## src/sv/ovs_pkg.sv

```systemverilog
`timescale 1ns / 1ps

package ovs_pkg;

	// Defaults for the top-level parameters
	localparam int DEF_CAPACITY    = 32;
	localparam int DEF_VALUE_WIDTH = 32;

	// Fixed field widths of the request and result channels
	localparam int CMD_W       = 2;
	localparam int VALUE_IN_W  = 32;
	localparam int COUNT_OUT_W = 6;

	// Command codes
	localparam logic [CMD_W-1:0] CMD_ADD    = 2'd0;
	localparam logic [CMD_W-1:0] CMD_REMOVE = 2'd1;
	localparam logic [CMD_W-1:0] CMD_QUERY  = 2'd2;

	// Controller to datapath commands
	typedef struct packed {
		logic load_req;   // latch request, clear pointer and flags
		logic rd_scan;    // read entry at pointer
		logic rd_next;    // read entry at pointer + 1
		logic ptr_inc;    // advance pointer
		logic wr_append;  // write request value at end of list
		logic wr_shift;   // write read data at pointer
		logic cnt_inc;
		logic cnt_dec;
		logic set_ok;     // success flag
		logic set_rej;    // rejected-full flag
		logic load_out;   // move result into output register
	} ctl_t;

	// Datapath to controller status
	typedef struct packed {
		logic [CMD_W-1:0] op;
		logic             at_end;    // pointer equals live count
		logic             next_end;  // pointer + 1 equals live count
		logic             match;     // read data equals request value
		logic             full;
		logic             out_free;  // output register can take a result
	} sts_t;

endpackage

```

## src/sv/ovs_if.sv

```systemverilog
`timescale 1ns / 1ps

// Request channel: one command and value per request
interface ovs_req_if;
	logic                              valid;
	logic                              ready;
	logic [ovs_pkg::CMD_W-1:0]         cmd;
	logic signed [ovs_pkg::VALUE_IN_W-1:0] value;

	modport source (output valid, output cmd, output value, input ready);
	modport sink   (input valid, input cmd, input value, output ready);
endinterface

// Result channel: one result per request
interface ovs_rsp_if;
	logic                              valid;
	logic                              ready;
	logic                              success;
	logic [ovs_pkg::COUNT_OUT_W-1:0]   member_count;
	logic                              is_empty;
	logic                              rejected_full;

	modport source (output valid, output success, output member_count,
		output is_empty, output rejected_full, input ready);
	modport sink   (input valid, input success, input member_count,
		input is_empty, input rejected_full, output ready);
endinterface

```

## src/sv/ovs_ctrl.sv

```systemverilog
`timescale 1ns / 1ps

module ovs_ctrl (
	input  logic           clk,
	input  logic           arst_n,
	input  logic           req_valid,
	output logic           req_ready,
	input  ovs_pkg::sts_t  sts,
	output ovs_pkg::ctl_t  ctl
);

	typedef enum logic [6:0] {
		S_IDLE     = 7'b0000001,
		S_SCAN_RD  = 7'b0000010,
		S_SCAN_CMP = 7'b0000100,
		S_DECIDE   = 7'b0001000,
		S_SHIFT_RD = 7'b0010000,
		S_SHIFT_WR = 7'b0100000,
		S_FINISH   = 7'b1000000
	} state_t;

	state_t state_q, state_d;

	// State register
	always_ff @(posedge clk or negedge arst_n) begin
		if (!arst_n) begin
			state_q <= S_IDLE;
		end else begin
			state_q <= state_d;
		end
	end

	assign req_ready = (state_q == S_IDLE);

	// Next state and commands
	always_comb begin
		state_d = state_q;
		ctl     = '0;
		case (state_q)
			S_IDLE: begin
				if (req_valid) begin
					ctl.load_req = 1'b1;
					state_d      = S_SCAN_RD;
				end
			end
			S_SCAN_RD: begin
				// pointer at live count: value absent
				if (sts.at_end) begin
					state_d = S_DECIDE;
				end else begin
					ctl.rd_scan = 1'b1;
					state_d     = S_SCAN_CMP;
				end
			end
			S_SCAN_CMP: begin
				if (sts.match) begin
					state_d = S_DECIDE;
				end else begin
					ctl.ptr_inc = 1'b1;
					state_d     = S_SCAN_RD;
				end
			end
			S_DECIDE: begin
				// found exactly when the scan stopped short of the end
				state_d = S_FINISH;
				case (sts.op)
					ovs_pkg::CMD_ADD: begin
						if (sts.at_end) begin
							if (!sts.full) begin
								ctl.wr_append = 1'b1;
								ctl.cnt_inc   = 1'b1;
								ctl.set_ok    = 1'b1;
							end else begin
								ctl.set_rej = 1'b1;
							end
						end
					end
					ovs_pkg::CMD_REMOVE: begin
						if (!sts.at_end) begin
							state_d = S_SHIFT_RD;
						end
					end
					ovs_pkg::CMD_QUERY: begin
						ctl.set_ok = !sts.at_end;
					end
					default: begin
					end
				endcase
			end
			S_SHIFT_RD: begin
				// close the gap one entry at a time
				if (sts.next_end) begin
					ctl.cnt_dec = 1'b1;
					ctl.set_ok  = 1'b1;
					state_d     = S_FINISH;
				end else begin
					ctl.rd_next = 1'b1;
					state_d     = S_SHIFT_WR;
				end
			end
			S_SHIFT_WR: begin
				ctl.wr_shift = 1'b1;
				ctl.ptr_inc  = 1'b1;
				state_d      = S_SHIFT_RD;
			end
			S_FINISH: begin
				if (sts.out_free) begin
					ctl.load_out = 1'b1;
					state_d      = S_IDLE;
				end
			end
			default: begin
				state_d = S_IDLE;
			end
		endcase
	end

endmodule

```

## src/sv/ovs_dp.sv

```systemverilog
`timescale 1ns / 1ps

module ovs_dp #(
	parameter int CAPACITY    = ovs_pkg::DEF_CAPACITY,
	parameter int VALUE_WIDTH = ovs_pkg::DEF_VALUE_WIDTH
) (
	input  logic                                   clk,
	input  logic                                   arst_n,
	input  ovs_pkg::ctl_t                          ctl,
	output ovs_pkg::sts_t                          sts,
	input  logic [ovs_pkg::CMD_W-1:0]              req_cmd,
	input  logic signed [ovs_pkg::VALUE_IN_W-1:0]  req_value,
	output logic                                   rsp_valid,
	input  logic                                   rsp_ready,
	output logic                                   rsp_success,
	output logic [ovs_pkg::COUNT_OUT_W-1:0]        rsp_member_count,
	output logic                                   rsp_is_empty,
	output logic                                   rsp_rejected_full
);

	localparam int IDX_W = $clog2(CAPACITY);
	localparam int CNT_W = $clog2(CAPACITY + 1);

	logic [VALUE_WIDTH-1:0]     mem [CAPACITY];
	logic [VALUE_WIDTH-1:0]     rd_data_q;
	logic [VALUE_WIDTH-1:0]     val_q;
	logic [ovs_pkg::CMD_W-1:0]  op_q;
	logic [CNT_W-1:0]           ptr_q;
	logic [CNT_W-1:0]           ptr_nx;
	logic [CNT_W-1:0]           count_q;
	logic                       ok_q;
	logic                       rej_q;
	logic                       out_valid_q;
	logic                       success_q;
	logic [ovs_pkg::COUNT_OUT_W-1:0] member_count_q;
	logic                       is_empty_q;
	logic                       rejected_full_q;
	logic [IDX_W-1:0]           rd_addr;
	logic [IDX_W-1:0]           wr_addr;
	logic [VALUE_WIDTH-1:0]     wr_data;

	assign ptr_nx = ptr_q + 1'b1;

	// Request latch, pointer and flags
	always_ff @(posedge clk) begin
		if (ctl.load_req) begin
			op_q  <= req_cmd;
			val_q <= VALUE_WIDTH'(req_value);
		end
	end

	always_ff @(posedge clk or negedge arst_n) begin
		if (!arst_n) begin
			ptr_q   <= '0;
			count_q <= '0;
			ok_q    <= 1'b0;
			rej_q   <= 1'b0;
		end else begin
			if (ctl.load_req) begin
				ptr_q <= '0;
				ok_q  <= 1'b0;
				rej_q <= 1'b0;
			end else begin
				if (ctl.ptr_inc) ptr_q <= ptr_nx;
				if (ctl.set_ok)  ok_q  <= 1'b1;
				if (ctl.set_rej) rej_q <= 1'b1;
			end
			if (ctl.cnt_inc) begin
				count_q <= count_q + 1'b1;
			end else if (ctl.cnt_dec) begin
				count_q <= count_q - 1'b1;
			end
		end
	end

	// Entry store: one read port, one write port
	assign rd_addr = ctl.rd_next ? ptr_nx[IDX_W-1:0] : ptr_q[IDX_W-1:0];
	assign wr_addr = ctl.wr_append ? count_q[IDX_W-1:0] : ptr_q[IDX_W-1:0];
	assign wr_data = ctl.wr_append ? val_q : rd_data_q;

	always_ff @(posedge clk) begin
		if (ctl.wr_append || ctl.wr_shift) begin
			mem[wr_addr] <= wr_data;
		end
		if (ctl.rd_scan || ctl.rd_next) begin
			rd_data_q <= mem[rd_addr];
		end
	end

	// Output register
	always_ff @(posedge clk or negedge arst_n) begin
		if (!arst_n) begin
			out_valid_q <= 1'b0;
		end else if (ctl.load_out) begin
			out_valid_q <= 1'b1;
		end else if (rsp_ready) begin
			out_valid_q <= 1'b0;
		end
	end

	always_ff @(posedge clk) begin
		if (ctl.load_out) begin
			success_q       <= ok_q;
			member_count_q  <= ovs_pkg::COUNT_OUT_W'(count_q);
			is_empty_q      <= (count_q == '0);
			rejected_full_q <= rej_q;
		end
	end

	assign rsp_valid         = out_valid_q;
	assign rsp_success       = success_q;
	assign rsp_member_count  = member_count_q;
	assign rsp_is_empty      = is_empty_q;
	assign rsp_rejected_full = rejected_full_q;

	// Status
	assign sts.op       = op_q;
	assign sts.at_end   = (ptr_q == count_q);
	assign sts.next_end = (ptr_nx == count_q);
	assign sts.match    = (rd_data_q == val_q);
	assign sts.full     = (count_q == CNT_W'(CAPACITY));
	assign sts.out_free = !out_valid_q || rsp_ready;

endmodule

```

## src/sv/ordered_value_set.sv

```systemverilog
`timescale 1ns / 1ps

// Bounded set of distinct values kept in insertion order with no gaps. Each
// request adds, removes or queries one value and yields exactly one result.
// Entries sit in a single-port-read, single-port-write memory; a controller
// walks it one entry at a time, reading it (S_SCAN_RD), then comparing it
// with the request value (S_SCAN_CMP). Removing the entry at slot s shifts
// each later live entry down one slot, reading it (S_SHIFT_RD) and writing
// it back (S_SHIFT_WR). One request is in work at a time; a new request
// is taken while the previous result still waits in the output register.
module ordered_value_set #(
	parameter int CAPACITY    = ovs_pkg::DEF_CAPACITY,
	parameter int VALUE_WIDTH = ovs_pkg::DEF_VALUE_WIDTH
) (
	input  logic      clk,
	input  logic      arst_n,
	ovs_req_if.sink   request,
	ovs_rsp_if.source result
);

	ovs_pkg::ctl_t ctl;
	ovs_pkg::sts_t sts;

	ovs_ctrl u_ctrl (
		.clk       (clk),
		.arst_n    (arst_n),
		.req_valid (request.valid),
		.req_ready (request.ready),
		.sts       (sts),
		.ctl       (ctl)
	);

	ovs_dp #(
		.CAPACITY    (CAPACITY),
		.VALUE_WIDTH (VALUE_WIDTH)
	) u_dp (
		.clk               (clk),
		.arst_n            (arst_n),
		.ctl               (ctl),
		.sts               (sts),
		.req_cmd           (request.cmd),
		.req_value         (request.value),
		.rsp_valid         (result.valid),
		.rsp_ready         (result.ready),
		.rsp_success       (result.success),
		.rsp_member_count  (result.member_count),
		.rsp_is_empty      (result.is_empty),
		.rsp_rejected_full (result.rejected_full)
	);

	// Accepted request leaves idle at once
	a_busy_after_accept: assert property (@(posedge clk) disable iff (!arst_n)
		request.valid && request.ready |=> !request.ready)
		else $error("ready stayed high after a request was taken");

	// Never append into a full store
	a_no_append_full: assert property (@(posedge clk) disable iff (!arst_n)
		ctl.wr_append |-> !sts.full)
		else $error("append issued while full");

	// Rejection and success exclude each other
	a_rej_not_ok: assert property (@(posedge clk) disable iff (!arst_n)
		result.valid && result.rejected_full |-> !result.success)
		else $error("result both rejected and successful");

	// Empty set reports a zero count
	a_empty_count: assert property (@(posedge clk) disable iff (!arst_n)
		result.valid && result.is_empty |-> result.member_count == '0)
		else $error("empty flag with nonzero count");

endmodule
```

## src/flat_wrapper.sv

```systemverilog
// flat-port wrapper written by rule: the top's interface ports become plain ports
module ordered_value_set_flat 
#(
	parameter int CAPACITY    = ovs_pkg::DEF_CAPACITY,
	parameter int VALUE_WIDTH = ovs_pkg::DEF_VALUE_WIDTH
)
  (clk, arst_n, request_valid, request_cmd, request_value, request_ready, result_valid, result_success, result_member_count, result_is_empty, result_rejected_full, result_ready);
  ovs_req_if request_i ();
  ovs_rsp_if result_i ();
  input  logic clk;
  input  logic arst_n;
  input wire logic [$bits(request_i.valid)-1:0] request_valid;
  input wire logic [$bits(request_i.cmd)-1:0] request_cmd;
  input wire logic [$bits(request_i.value)-1:0] request_value;
  output wire logic [$bits(request_i.ready)-1:0] request_ready;
  output wire logic [$bits(result_i.valid)-1:0] result_valid;
  output wire logic [$bits(result_i.success)-1:0] result_success;
  output wire logic [$bits(result_i.member_count)-1:0] result_member_count;
  output wire logic [$bits(result_i.is_empty)-1:0] result_is_empty;
  output wire logic [$bits(result_i.rejected_full)-1:0] result_rejected_full;
  input wire logic [$bits(result_i.ready)-1:0] result_ready;
  assign request_i.valid = request_valid;
  assign request_i.cmd = request_cmd;
  assign request_i.value = request_value;
  assign request_ready = request_i.ready;
  assign result_valid = result_i.valid;
  assign result_success = result_i.success;
  assign result_member_count = result_i.member_count;
  assign result_is_empty = result_i.is_empty;
  assign result_rejected_full = result_i.rejected_full;
  assign result_i.ready = result_ready;
  ordered_value_set #(.CAPACITY(CAPACITY), .VALUE_WIDTH(VALUE_WIDTH)) u_core (.clk(clk), .arst_n(arst_n), .request(request_i), .result(result_i));
endmodule
```

## config.mk

```make
export PLATFORM = sky130hd
export DESIGN_NAME = ordered_value_set_flat
export DESIGN_NICKNAME = d
export VERILOG_FILES = /design/src/sv/ovs_pkg.sv /design/src/sv/ovs_if.sv /design/src/sv/ovs_ctrl.sv /design/src/sv/ovs_dp.sv /design/src/sv/ordered_value_set.sv /design/src/flat_wrapper.sv
export SDC_FILE = /design/constraint.sdc
export NUM_CORES = 1
export LEC_CHECK = 0
export ABC_AREA = 1
export BUFFER_PORTS_ARGS = -buffer_cell sky130_fd_sc_hd__buf_2
export CAP_MARGIN = 20
export CORE_ASPECT_RATIO = 0.7
export CORE_MARGIN = 10
export CORE_UTILIZATION = 45
export CTS_CLUSTER_DIAMETER = 40
export DETAILED_ROUTE_END_ITERATION = 8
export GPL_TIMING_DRIVEN = 0
export PLACE_DENSITY_LB_ADDON = 0.1
export SETUP_SLACK_MARGIN = 0.4
export SYNTH_ARGS = -nofsm -noshare
export SYNTH_HDL_FRONTEND = slang
export SYNTH_SLANG_ARGS = --single-unit
```

## constraint.sdc

```tcl
create_clock -name clk -period 8.9 [get_ports clk]
set_clock_uncertainty 0.1 [all_clocks]
set_input_delay 1.335 -clock clk [delete_from_list [all_inputs] [get_ports clk]]
set_output_delay 1.335 -clock clk [all_outputs]
set_load 0.02 [all_outputs]
```

==> summary.txt <==
Status
  • Status: finished, final reports clean

Clock tree
  • Clk_lat worst skew: 770 ps
  • Clock Tree Buf Depth: 3
  • Clock slew seen by the registers of the worst setup and hold paths: ~60 ps
  • Hold-fix buffer count after cts: 0
  • CTS Sinks: 1121
  • H-tree Lvls: 4
  • Root buffer cell: clkbuf_16
  • CTS Buf Count: around 140
  • Resized cells post-CTS: 0
  • CTS tree: yes
  • Setup Buffers After CTS: 0

Worst setup path
  • Crit Path Category: reg2reg
  • Worst path required time: 9280 ps
  • CP Launch Type: register
  • Max FO, Critical Path: 11
  • R2R cell count: 19
  • Setup crit end kind: register
  • CP arrival: 5090 ps

Yosys
  • Syn nets: 4898
  • Average size of a mapped cell: 10.28 µm²
  • Synth top area share: 66.16%
  • Async SR Flop Fraction: 1.963%
  • Count of different cell masters after synthesis: 40
  • Warnings from Yosys: 0
  • Post-synth EDFFs: 1099
  • Main synth FF type: edfxtp_1
  • Area contributors post-synth: edfxtp_1, nand3_1, nand2_1, inv_1, buf_2
  • Sequential share of the synthesized area: 67.27%
  • Synthesized area: 49880 µm²
  • Largest area contributor in the netlist: edfxtp_1
  • Mapped Cells: 4854
  • Yosys reg bits: between 1000 and 1500

Global route
  • Vias in the first global route: 32240
  • Initial antenna violation count: 10
  • GRT overflow: 0
  • Largest net degree at the start of global routing: 36
  • First-pass GRT wire length: between 200000 and 250000 µm
  • Gr usage total: 26.54%

Cells and area
  • Nets: 5149
  • Post-route insts no fill: 6681
  • Most common cell after layout, fill and taps aside: nand3_1
  • Share of cells above drive strength 1: 11.87%
  • Filler Cell Count: ~9600
  • Reg area: 33550 µm²
  • Commonest non-fill, non-tap cells in the layout: nand3_1, edfxtp_1, nand2_1, inv_1, buf_2
  • Area taken by multi-input logic gates: 11380 µm²
  • Area delta synth->final: 17.33%

Die
  • Chip width: 417.9 µm
  • Initial Util: 45.24%
  • Core footprint: 110300 µm²
  • Site Rows: 102
  • Height of the die: 298.6 µm
  • I/O Pins: 49
  • Die area: 124800 µm²

Pwr
  • Lkg Pwr: 25.07 nW
  • Peak VDD IR: 0.1677 mV
  • Pwr Density: 308.9 nW/µm²

Worst hold path
  • Hold crit path type: reg2reg
  • Hold depth: 0

Timing
  • Worst Tran Pin Value: 1104 ps
  • # setup viols final: 0
  • RSZ-0062 raised after global routing: no
  • Part of the cycle the worst path needs: a little over half
  • Fmax: ~210 MHz
  • Setup TNS: 0 ps
  • Final Max Slew Viols: 0
  • Final hold vios: 0
  • Post-layout min period: ~4700 ps
  • Max_slew headroom: 26.41%

Route
  • # DRC: 0
  • Final ANT Viol Nets: 0
  • Vias per inst: between 5 and 6
  • WL final: 167800 µm
  • Initial DRC count: 4917
  • WL per Instance: 25.11 µm
  • DR vias: 35630
  • DRT Pass-1 Iters: 6

Placement
  • Dpl cells: 6417
  • IO Port Bufs: 48
  • Post-DP HPWL: 116100 µm
  • Placer congestion estimate: 0.9158

Job
  • Max-cap violations: 0
## layer usage
metal  wire length [µm]  vias up  global-route usage (%)
met1              75570    17220                   40.89
met5                 19        -                       0
met3              20050      239                   6.567
met4               5434        2                   8.850
met2              66720     1851                   36.03
li1                   -    16320                       -
## report_power, final
| group | switching, mW | internal (mW) |
|---|---|---|
| combinational | 4.38 | 1.50 |
| clock | 2.34 | 3.50 |
| sequential | 0.0937 | 6.26 |
## synthesized netlist by cell type (all sizes together), types with 4 or more instances
library cell,count
nand3,1148
xnor2,22
o22ai,5
dfrtp,21
nor2,50
nor4,9
nand4,9
o2111ai,4
buf,211
or2,6
edfxtp,1099
ha,5
clkbuf,37
inv,1078
xor2,9
o21ai,24
a21oi,5
nand2,1100
## registers in the layout, summed over array words and instances (netlist names)
signal,count
u_core.u_dp.mem,1024
u_core.u_dp.rsp_success,1
u_core.u_dp.op_q,2
u_core.u_dp.rej_q,1
u_core.u_dp.rsp_member_count,6
u_core.u_dp.ptr_q,6
u_core.u_dp.count_q,6
u_core.u_ctrl.state_q,7
u_core.u_dp.rsp_is_empty,1
u_core.u_dp.rsp_rejected_full,1
u_core.u_dp.rsp_valid,1
u_core.u_dp.ok_q,1
u_core.u_dp.rd_data_q,32
u_core.u_dp.val_q,32
## final timing paths
path	start	endpoint	slack (ps)
min reg2reg	u_core.u_dp.ok_q	u_core.u_dp.rsp_success	370
min in group asynchronous	arst_n	u_core.u_dp.rsp_valid	460
min	u_core.u_dp.ok_q	u_core.u_dp.rsp_success	370
max reg2reg	u_core.u_dp.ptr_q[1]	u_core.u_dp.rd_data_q[6]	4200
max in group asynchronous	arst_n	u_core.u_dp.ptr_q[1]	7870
max	u_core.u_dp.ptr_q[1]	u_core.u_dp.rd_data_q[6]	4200
## worst max-delay path: stages (launching register included)
cell	delay (ps)
dfrtp_1	490
ha_1	380
inv_1	160
nand2_1	70
nand2_1	80
nor2_1	40
nand2_1	60
nor2_2	40
nand3_2	110
nand3_2	460
nand2_2	380
buf_2	530
buf_2	370
nand2_1	80
nand3_1	80
nand3_1	120
nand3_1	420
nand2_1	130
nand2_1	170
nand2_1	120
## layout make-up
type                    count  area share (%)
multi-input cells        2407           19.44
inverters                1078           6.914
clock inverters            90           1.597
clock buffers             170           6.542
diodes                      3         0.01283
repair buffers            108           2.749
well taps                1456           3.113
plain buffers             248           2.298
flip-flops and latches   1121           57.33
## cells by family after synthesis
group	share of synthesized area, %
AO/OA/AOI/OAI	0.5468
XOR/XNOR	0.5443
adder cells (fa/ha/maj)	0.1656
buffers and inverters	10.81
flip-flops	67.27
multiplexers	0.02007
AND/OR/NAND/NOR	20.65
## stage by stage
stage / setup WS (ps) / cell area [µm²] / hold WS (ps) / total power, mW / util [%]
CTS: 4321 / 58500 / 366.5 / 17.99 / 53.06
floorplan: 4593 / 49880 / 325.0 / 9.542 / -
global route: 3982 / 58520 / 371.7 / 18.72 / 53.07
global placement: 746.1 / 51940 / 342.5 / 11.99 / 47.11
finish: 4198 / 58530 / 367.2 / 18.08 / 53.08
detailed placement: 4336 / 53740 / 343.7 / 12.19 / 48.74
Power figures use the tool's default switching activity.
